`src/rtl/assert_macros.svh`:
```
// assertion macros shared by the rtl
`ifndef ASSERT_MACROS_SVH
`define ASSERT_MACROS_SVH

// implication in the same cycle, checked out of reset
`define KEA_ASSERT_SAME(label, clk, rst_n, ante, cons, msg) \
    label: assert property (@(posedge clk) disable iff (!rst_n) (ante) |-> (cons)) \
        else $error(msg);

// implication in the next cycle, checked out of reset
`define KEA_ASSERT_NEXT(label, clk, rst_n, ante, cons, msg) \
    label: assert property (@(posedge clk) disable iff (!rst_n) (ante) |=> (cons)) \
        else $error(msg);

`endif

```
`src/rtl/kea_pkg.sv`:
```
// shared types and constants of the key edge and autorepeat unit
`default_nettype none

package kea_pkg;

    localparam int HELD_W       = 64;
    localparam int TIME_W       = 32;
    localparam int BTN_IDX_W    = 6;
    localparam int BTN_FIELD_W  = 30;
    localparam int SLOW_MASK_W  = 5;
    localparam int CFG_SLOTS    = 5;
    localparam int CFG_IDX_W    = 3;
    localparam int CFG_DATA_W   = 32;

    // register indexes
    localparam logic [CFG_IDX_W-1:0] REG_DELAY   = 3'd0;
    localparam logic [CFG_IDX_W-1:0] REG_FAST    = 3'd1;
    localparam logic [CFG_IDX_W-1:0] REG_SLOW    = 3'd2;
    localparam logic [CFG_IDX_W-1:0] REG_BUTTONS = 3'd3;
    localparam logic [CFG_IDX_W-1:0] REG_MASK    = 3'd4;

    // register reset values (1 tick = 1 ms)
    localparam logic [TIME_W-1:0]      DELAY_RST   = 32'd400;
    localparam logic [TIME_W-1:0]      FAST_RST    = 32'd100;
    localparam logic [TIME_W-1:0]      SLOW_RST    = 32'd200;
    localparam logic [BTN_FIELD_W-1:0] BUTTONS_RST = 30'd0;
    localparam logic [SLOW_MASK_W-1:0] MASK_RST    = 5'd12;

    typedef struct packed {
        logic [TIME_W-1:0]      delay_ticks;
        logic [TIME_W-1:0]      fast_period_ticks;
        logic [TIME_W-1:0]      slow_period_ticks;
        logic [BTN_FIELD_W-1:0] channel_buttons;
        logic [SLOW_MASK_W-1:0] slow_mask;
    } kea_cfg_t;

    typedef struct packed {
        logic              take;
        logic              is_held;
        logic [TIME_W-1:0] now;
        logic [TIME_W-1:0] delay;
        logic [TIME_W-1:0] period;
    } kea_chan_ctl_t;

endpackage

`default_nettype wire

```
`src/rtl/kea_in_if.sv`:
```
// frame channel: held buttons and timestamp
`default_nettype none

interface kea_in_if;
    logic                          valid;
    logic                          ready;
    logic [kea_pkg::HELD_W-1:0]    held;
    logic [kea_pkg::TIME_W-1:0]    now;

    modport source (output valid, output held, output now, input ready);
    modport sink   (input valid, input held, input now, output ready);
endinterface

`default_nettype wire

```
`src/rtl/kea_out_if.sv`:
```
// result channel: pressed events
`default_nettype none

interface kea_out_if;
    logic                          valid;
    logic                          ready;
    logic [kea_pkg::HELD_W-1:0]    pressed;

    modport source (output valid, output pressed, input ready);
    modport sink   (input valid, input pressed, output ready);
endinterface

`default_nettype wire

```
`src/rtl/kea_cfg_if.sv`:
```
// configuration write channel
`default_nettype none

interface kea_cfg_if;
    logic                             valid;
    logic                             ready;
    logic [kea_pkg::CFG_IDX_W-1:0]    index;
    logic [kea_pkg::CFG_DATA_W-1:0]   data;

    modport source (output valid, output index, output data, input ready);
    modport sink   (input valid, input index, input data, output ready);
endinterface

`default_nettype wire

```
`src/rtl/kea_cfg_regs.sv`:
```
// configuration register file
`default_nettype none

module kea_cfg_regs (
    input  wire logic         clk,
    input  wire logic         rst_n,
    kea_cfg_if.sink           cfg,
    output kea_pkg::kea_cfg_t regs
);

    kea_pkg::kea_cfg_t cfg_reg;
    kea_pkg::kea_cfg_t cfg_next;

    assign cfg.ready = 1'b1;
    assign regs      = cfg_reg;

    always_comb
    begin
        cfg_next = cfg_reg;
        if (cfg.valid)
        begin
            case (cfg.index)
                kea_pkg::REG_DELAY:   cfg_next.delay_ticks       = cfg.data;
                kea_pkg::REG_FAST:    cfg_next.fast_period_ticks = cfg.data;
                kea_pkg::REG_SLOW:    cfg_next.slow_period_ticks = cfg.data;
                kea_pkg::REG_BUTTONS:
                    cfg_next.channel_buttons = cfg.data[kea_pkg::BTN_FIELD_W-1:0];
                kea_pkg::REG_MASK:
                    cfg_next.slow_mask = cfg.data[kea_pkg::SLOW_MASK_W-1:0];
                default: ;
            endcase
        end
    end

    always_ff @(posedge clk or negedge rst_n)
    begin
        if (!rst_n)
        begin
            cfg_reg.delay_ticks       <= kea_pkg::DELAY_RST;
            cfg_reg.fast_period_ticks <= kea_pkg::FAST_RST;
            cfg_reg.slow_period_ticks <= kea_pkg::SLOW_RST;
            cfg_reg.channel_buttons   <= kea_pkg::BUTTONS_RST;
            cfg_reg.slow_mask         <= kea_pkg::MASK_RST;
        end
        else
        begin
            cfg_reg <= cfg_next;
        end
    end

endmodule

`default_nettype wire

```
`src/rtl/kea_channel.sv`:
```
// one autorepeat channel: phase and delay and repeat timers
`default_nettype none

module kea_channel (
    input  wire logic                   clk,
    input  wire logic                   rst_n,
    input  wire kea_pkg::kea_chan_ctl_t ctl,
    output logic                        fire
);

    localparam logic [1:0] PH_INACTIVE = 2'd0;
    localparam logic [1:0] PH_DELAY    = 2'd1;
    localparam logic [1:0] PH_REPEAT   = 2'd2;

    logic [1:0]                 phase_reg;
    logic [1:0]                 phase_next;
    logic [kea_pkg::TIME_W-1:0] dref_reg;
    logic [kea_pkg::TIME_W-1:0] dref_next;
    logic [kea_pkg::TIME_W-1:0] rref_reg;
    logic [kea_pkg::TIME_W-1:0] rref_next;
    logic [kea_pkg::TIME_W-1:0] delay_elapsed;
    logic [kea_pkg::TIME_W-1:0] repeat_elapsed;

    // wrapping differences
    assign delay_elapsed  = ctl.now - dref_reg;
    assign repeat_elapsed = ctl.now - rref_reg;

    always_comb
    begin
        phase_next = phase_reg;
        dref_next  = dref_reg;
        rref_next  = rref_reg;
        fire       = 1'b0;
        if (ctl.take)
        begin
            if (!ctl.is_held)
            begin
                phase_next = PH_INACTIVE;
            end
            else
            begin
                case (phase_reg)
                    PH_DELAY:
                    begin
                        if (delay_elapsed >= ctl.delay)
                        begin
                            dref_next  = ctl.now;
                            phase_next = PH_REPEAT;
                        end
                    end
                    PH_REPEAT:
                    begin
                        if (repeat_elapsed >= ctl.period)
                        begin
                            rref_next = ctl.now;
                            fire      = 1'b1;
                        end
                    end
                    default:
                    begin
                        phase_next = PH_DELAY;
                        dref_next  = ctl.now;
                    end
                endcase
            end
        end
    end

    always_ff @(posedge clk or negedge rst_n)
    begin
        if (!rst_n)
        begin
            phase_reg <= PH_INACTIVE;
            dref_reg  <= '0;
            rref_reg  <= '0;
        end
        else
        begin
            phase_reg <= phase_next;
            dref_reg  <= dref_next;
            rref_reg  <= rref_next;
        end
    end

endmodule

`default_nettype wire

```
`src/rtl/key_edge_and_autorepeat_unit.sv`:
```
// top level of the key edge and autorepeat unit
//
// usage
//   frame  : one transfer per frame, carrying the held button vector and a
//            tick timestamp (wraps modulo 2^32)
//   result : one transfer per frame, carrying the pressed vector: new presses
//            (held now, not held last frame) or'ed with autorepeat events
//   cfg    : register writes (delay, fast period, slow period, channel
//            buttons, slow mask); always ready, write only while idle
// timing
//   the result is registered: result valid rises in the cycle after the frame
//   transfer; one frame per cycle sustained while results are taken; the
//   channel timers and the edge mask settle combinationally between the frame
//   handshake and the result register
// reset
//   previous held vector, channel phases and timer references clear to zero,
//   registers take their default values, result channel goes empty
// stall
//   a waiting result holds its register; the frame channel stays ready while
//   the result is taken in the same cycle, so a stalled receiver stops
//   intake after one pending result
`default_nettype none

`include "assert_macros.svh"

module key_edge_and_autorepeat_unit #(
    parameter int BUTTONS  = 64,
    parameter int CHANNELS = 5
) (
    input  wire logic clk,
    input  wire logic rst_n,
    kea_in_if.sink    frame,
    kea_out_if.source result,
    kea_cfg_if.sink   cfg
);

    localparam int HW = kea_pkg::HELD_W;
    localparam int IW = kea_pkg::BTN_IDX_W;

    // buttons at or above BUTTONS never count as held
    localparam logic [HW-1:0] BUTTON_MASK = {HW{1'b1}} >> (HW - BUTTONS);

    kea_pkg::kea_cfg_t       regs;
    kea_pkg::kea_chan_ctl_t  chan_ctl [CHANNELS];
    logic [IW-1:0]           chan_idx [CHANNELS];
    logic [CHANNELS-1:0]     chan_slow;
    logic [CHANNELS-1:0]     chan_fire;

    logic                    take;
    logic [HW-1:0]           held_m;
    logic [HW-1:0]           repeat_hits;
    logic [HW-1:0]           pressed_next;

    logic [HW-1:0]           prev_held_reg;
    logic                    out_valid_reg;
    logic [HW-1:0]           out_pressed_reg;

    // configuration registers
    kea_cfg_regs u_cfg (
        .clk   (clk),
        .rst_n (rst_n),
        .cfg   (cfg),
        .regs  (regs)
    );

    // the frame moves whenever the result register is empty or being drained
    assign frame.ready = !out_valid_reg || result.ready;
    assign take        = frame.valid && frame.ready;
    assign held_m      = frame.held & BUTTON_MASK;

    // repeat channels; those past the packed register fields watch button 0
    // at the fast period
    for (genvar c = 0; c < CHANNELS; c++)
    begin : g_chan
        if (c < kea_pkg::CFG_SLOTS)
        begin : g_cfg
            assign chan_idx[c]  = regs.channel_buttons[c*IW +: IW];
            assign chan_slow[c] = regs.slow_mask[c];
        end
        else
        begin : g_zero
            assign chan_idx[c]  = '0;
            assign chan_slow[c] = 1'b0;
        end

        assign chan_ctl[c].take    = take;
        assign chan_ctl[c].is_held = held_m[chan_idx[c]];
        assign chan_ctl[c].now     = frame.now;
        assign chan_ctl[c].delay   = regs.delay_ticks;
        assign chan_ctl[c].period  = chan_slow[c] ? regs.slow_period_ticks
                                                  : regs.fast_period_ticks;

        kea_channel u_chan (
            .clk   (clk),
            .rst_n (rst_n),
            .ctl   (chan_ctl[c]),
            .fire  (chan_fire[c])
        );
    end

    // channels sharing a button merge their events
    always_comb
    begin
        repeat_hits = '0;
        for (int c = 0; c < CHANNELS; c++)
        begin
            if (chan_fire[c])
            begin
                repeat_hits = repeat_hits | (HW'(1) << chan_idx[c]);
            end
        end
    end

    assign pressed_next = ((held_m & ~prev_held_reg) | repeat_hits) & BUTTON_MASK;

    always_ff @(posedge clk or negedge rst_n)
    begin
        if (!rst_n)
        begin
            prev_held_reg <= '0;
            out_valid_reg <= 1'b0;
        end
        else
        begin
            if (take)
            begin
                prev_held_reg <= held_m;
                out_valid_reg <= 1'b1;
            end
            else if (result.ready)
            begin
                out_valid_reg <= 1'b0;
            end
        end
    end

    // result payload, loaded with each frame transfer
    always_ff @(posedge clk)
    begin
        if (take)
        begin
            out_pressed_reg <= pressed_next;
        end
    end

    assign result.valid   = out_valid_reg;
    assign result.pressed = out_pressed_reg;

    // checks
    `KEA_ASSERT_NEXT(a_frame_gives_result, clk, rst_n, take, out_valid_reg,
        "frame transfer did not load a result")
    `KEA_ASSERT_SAME(a_ready_when_empty, clk, rst_n, !out_valid_reg, frame.ready,
        "frame stalled with an empty result register")
    `KEA_ASSERT_SAME(a_pressed_in_range, clk, rst_n, out_valid_reg,
        (out_pressed_reg & ~BUTTON_MASK) == '0,
        "pressed bit set beyond the button count")
    `KEA_ASSERT_SAME(a_repeat_needs_held, clk, rst_n, take,
        (repeat_hits & ~held_m) == '0,
        "repeat event on a button that is not held")

endmodule

`default_nettype wire
```
`src/flat_wrapper.sv`:
```
// flat-port wrapper written by rule: the top's interface ports become plain ports
module key_edge_and_autorepeat_unit_flat 
#(
    parameter int BUTTONS  = 64,
    parameter int CHANNELS = 5
)
  (clk, rst_n, frame_valid, frame_held, frame_now, frame_ready, result_valid, result_pressed, result_ready, cfg_valid, cfg_index, cfg_data, cfg_ready);
  kea_in_if frame_i ();
  kea_out_if result_i ();
  kea_cfg_if cfg_i ();
  input  wire logic clk;
  input  wire logic rst_n;
  input wire logic [$bits(frame_i.valid)-1:0] frame_valid;
  input wire logic [$bits(frame_i.held)-1:0] frame_held;
  input wire logic [$bits(frame_i.now)-1:0] frame_now;
  output wire logic [$bits(frame_i.ready)-1:0] frame_ready;
  output wire logic [$bits(result_i.valid)-1:0] result_valid;
  output wire logic [$bits(result_i.pressed)-1:0] result_pressed;
  input wire logic [$bits(result_i.ready)-1:0] result_ready;
  input wire logic [$bits(cfg_i.valid)-1:0] cfg_valid;
  input wire logic [$bits(cfg_i.index)-1:0] cfg_index;
  input wire logic [$bits(cfg_i.data)-1:0] cfg_data;
  output wire logic [$bits(cfg_i.ready)-1:0] cfg_ready;
  assign frame_i.valid = frame_valid;
  assign frame_i.held = frame_held;
  assign frame_i.now = frame_now;
  assign frame_ready = frame_i.ready;
  assign result_valid = result_i.valid;
  assign result_pressed = result_i.pressed;
  assign result_i.ready = result_ready;
  assign cfg_i.valid = cfg_valid;
  assign cfg_i.index = cfg_index;
  assign cfg_i.data = cfg_data;
  assign cfg_ready = cfg_i.ready;
  key_edge_and_autorepeat_unit #(.BUTTONS(BUTTONS), .CHANNELS(CHANNELS)) u_core (.clk(clk), .rst_n(rst_n), .frame(frame_i), .result(result_i), .cfg(cfg_i));
endmodule
```
`config.mk`:
```
export PLATFORM = sky130hd
export DESIGN_NAME = key_edge_and_autorepeat_unit_flat
export DESIGN_NICKNAME = d
export VERILOG_FILES = /design/src/rtl/kea_pkg.sv /design/src/rtl/kea_in_if.sv /design/src/rtl/kea_out_if.sv /design/src/rtl/kea_cfg_if.sv /design/src/rtl/kea_cfg_regs.sv /design/src/rtl/kea_channel.sv /design/src/rtl/key_edge_and_autorepeat_unit.sv /design/src/flat_wrapper.sv
export VERILOG_INCLUDE_DIRS = /design/src /design/src/rtl
export SDC_FILE = /design/constraint.sdc
export NUM_CORES = 2
export LEC_CHECK = 0
export BUFFER_PORTS_ARGS = -buffer_cell sky130_fd_sc_hd__buf_4
export CAP_MARGIN = 5
export CELL_PAD_IN_SITES_DETAIL_PLACEMENT = 1
export CELL_PAD_IN_SITES_GLOBAL_PLACEMENT = 2
export CORE_MARGIN = 2
export CORE_UTILIZATION = 30
export DETAILED_ROUTE_END_ITERATION = 6
export PLACE_DENSITY_LB_ADDON = 0.08
export SYNTH_ARGS = -nofsm -noshare
export SYNTH_HDL_FRONTEND = slang
export SYNTH_SLANG_ARGS = --single-unit
```
`constraint.sdc`:
```
create_clock -name clk -period 13.59 [get_ports clk]
set_clock_uncertainty 0.15 [all_clocks]
set_input_delay 2.0385 -clock clk [delete_from_list [all_inputs] [get_ports clk]]
set_output_delay 2.0385 -clock clk [all_outputs]
set_load 0.05 [all_outputs]
```
==> flow_summary.toml <==
[setup_path]
worstReg2RegStart = "u_core.g_chan[3].u_chan.rref_reg[0]"
cpPeakStageDelay_ps = 1000
cp_max_fo = 18
crit_required_ps = 13970
reg2reg_slack_ps = 5130
cp_top_family = "simple AND/OR/NAND/NOR gates"
cpMostUsedCell = "buf_4"
startpoint_type = "primary input"
slowest_stage = "nor3_1"
path_class = "primary input to flop"
endpoint_kind = "flop"
worst-path-buf-inv = 5
crit_arrival_ps = 10270
crit_cells = 27
reg2reg_to = "u_core.result.pressed[23]"
worst_r2r_path_depth = 24

[placed_design]
placed_cells = 7786
gp_congestion = 0.918
placed_cell_area_mm2 = 0.0551
portBuffers = 201
dpl.hpwl_mm = 164

[grt]
grt_max_degree = 149
antenna_found_initial = 13
first_global_vias = 44148
busiest_layer = "met2"
overflow = 0
met1_usage = 0.354
grt_first_pass_wirelength_mm = 314
grt_use_met3 = 0.0462
grt_util_all_layers = 0.247
grt_util_met2 = 0.372

[timing]
final_hold_viol_count = 0
fmax_mhz = 101
finalCritPeriodShare = 0.727
rsz0062_at_grt = "false"
max_slew_margin = 0.143
tns_ps = 0
finalSetupViolCount = 0
maxSlewViolCount = 0
fin_crit_ps = 9890
worst_hold_slack_ps = 318
worstMarginPinSlew_ps = 1280

[die]
start_util = 0.301
design.core.area_mm2 = 0.169
fp-row-count = 151
fp.dieH_um = 416
ios = 203
dieArea_mm2 = 0.173
die_w_um = 416

[power]
power_density_mw_per_mm2 = 246
p_sw_frac = 0.462
internal-power_w = 0.00769
finalPower_w = 0.0143
power.leakage_nw = 26.4
irDropWorstVdd_uv = 98.4
p_seq_frac = 0.193
pwr-share-clk = 0.173
switching_power_w = 0.00661
pwr-share-comb = 0.634

[synth]
synth_nets = 6285
synth_ff_type = "dfrtp_1"
synth_edf_count = 64
synth_cell_types = 92
ys_ff_latch = 590
yosysTopAreaCell = "dfrtp_1"
synth_top_cells_by_area = "dfrtp_1 (25%), ha_1 (15%), mux2_2 (6.1%)"
avgSynthCellArea_um2 = 9.23
syn_inst = 5509
async_reset_ff_frac = 0.892
yosys_warnings = 0
ys_seq_area_frac = 0.297
synth_top_area_frac = 0.253
synth_area_mm2 = 0.0509

[route]
antenna_left = 0
dr.pass1.iters = 7
drcViolationCount = 33
viasPerCell = 5.47
wl_mm = 216
via_count = 43535
drt_iter0_drc = 3264
wl_per_cell_um = 27.1

[clock_network]
numCtsBuffers = 86
root_buffer = "clkbuf_16"
path_clk_slew_ps = 60
clk_path_buf_depth = 3
cts_resized = 0
cts_setup_buffers = 0
cts_tree = "done"
cts_hold_buf = 0
htreeDepth = 3
clk_latency_ps = 730
cts.sinks = 590

[min_path]
min_path_cells = 2
min_path_type = "flop to flop"
hp-start = "u_core.prev_held_reg[60]"
worstHoldEndpoint = "u_core.prev_held_reg[60]"

[run_status]
violations = "design-rule violations"
status = "finished with violations"

[flow_run]
maxCapViolations = 0

[layout]
final_nets = 6432
fin_area_mm2 = 0.0582
areaGrowthSynthToFinish_pct = 14.3
num-fill-cells = 19266
layout.cells.non_filler = 7952
drive_gt1_frac = 0.150
## synthesized netlist by cell type, types with 120 or more instances
cell type,n
xnor2_1,188
a21o_1,218
o21ai_0,365
nand2_1,545
clkbuf_1,151
dfrtp_1,515
nor2_1,211
inv_1,470
ha_1,630
mux2i_1,165
nand3_1,120
a21oi_1,322
mux2_2,274
## worst max path at each step
stage                 startpoint                   endpoint  slack, ps
floorplan           frame_now[0]  u_core.result.pressed[38]       5890
global placement    frame_now[0]   u_core.result.pressed[5]       2690
detailed placement  frame_now[1]  u_core.result.pressed[23]       3240
CTS                 frame_now[1]  u_core.result.pressed[23]       4020
global route        frame_now[1]  u_core.result.pressed[23]       3460
finish              frame_now[0]  u_core.result.pressed[23]       3700
## per-layer routing
metal  wire length (um)  vias to the layer above  part of all wire
met5                  0                        -                 0
met4               6960                        0             0.032
met3              11900                      245             0.055
met2              92900                     1063              0.43
met1             104000                    21844              0.48
li1                   -                    20383                 -
## power by group through the flow
stage	logic, W	clock network [W]	registers [W]
after global routing	0.0102	0.00261	0.00283
after floorplan	0.00641	0	0.00267
after CTS	0.00912	0.00255	0.00276
after detailed placement	0.00906	0	0.00279
final	0.00907	0.00248	0.00276
after global placement	0.00895	0	0.00276
## kinds of logic after synthesis
kind of cell,count (synthesis),synth area share
compound gates,1423,0.182
simple gates,1354,0.127
buf+inv,697,0.0530
fa+ha+maj,640,0.159
flops,590,0.297
mux,536,0.137
xor+xnor,268,0.0461
other cells,1,0.0000737
## worst min-delay path: cells and delay by family (launching register included)
family / cells / cell delay, ps
flip-flops: 1 / 340
AND/OR/NAND/NOR: 2 / 100
## cells in the final DEF (no fill, tap or decap), types with 20 or more instances in the layout
master,Yosys,layout
a21o_1,218,218
a31oi_1,34,34
buf_4,3,277
nor2b_1,94,94
nand2_1,545,544
o21ai_1,28,28
o2111ai_1,40,40
xor2_1,80,80
and2_1,21,20
o221ai_1,22,22
xnor2_1,188,188
o21bai_1,31,31
dfrtp_1,515,512
a21boi_0,21,21
ha_1,630,630
nand3_1,120,120
a221oi_1,37,37
and3_1,41,41
a21oi_1,322,320
mux4_2,88,88
a211oi_1,37,37
o211ai_1,33,33
edfxtp_1,64,64
nor3_1,74,71
mux2i_1,165,165
mux2_2,274,274
nand4_1,83,83
nor2_1,211,210
o21ai_0,365,365
o21a_1,54,54
clkbuf_16,0,86
nand2b_1,70,70
inv_1,470,469
## through the flow
step | worst slack [ps] | utilization
finish | 3700 | 0.344
global route | 3460 | 0.344
CTS | 4020 | 0.344
detailed placement | 3240 | 0.326
global placement | 2690 | 0.326
floorplan | 5890 | -
## area by class of cell
cell class	count	area, um2	share of cell area
diodes	6	15.0	0.000258
clock buffers	113	2410	0.0415
clock inverters	47	633	0.0109
inverters	473	1780	0.0306
multi-input cells	4222	33300	0.572
flip-flops and latches	590	15100	0.260
well taps	2218	2780	0.0477
repair buffers	283	2170	0.0373
(Power assumes the default switching activity.)
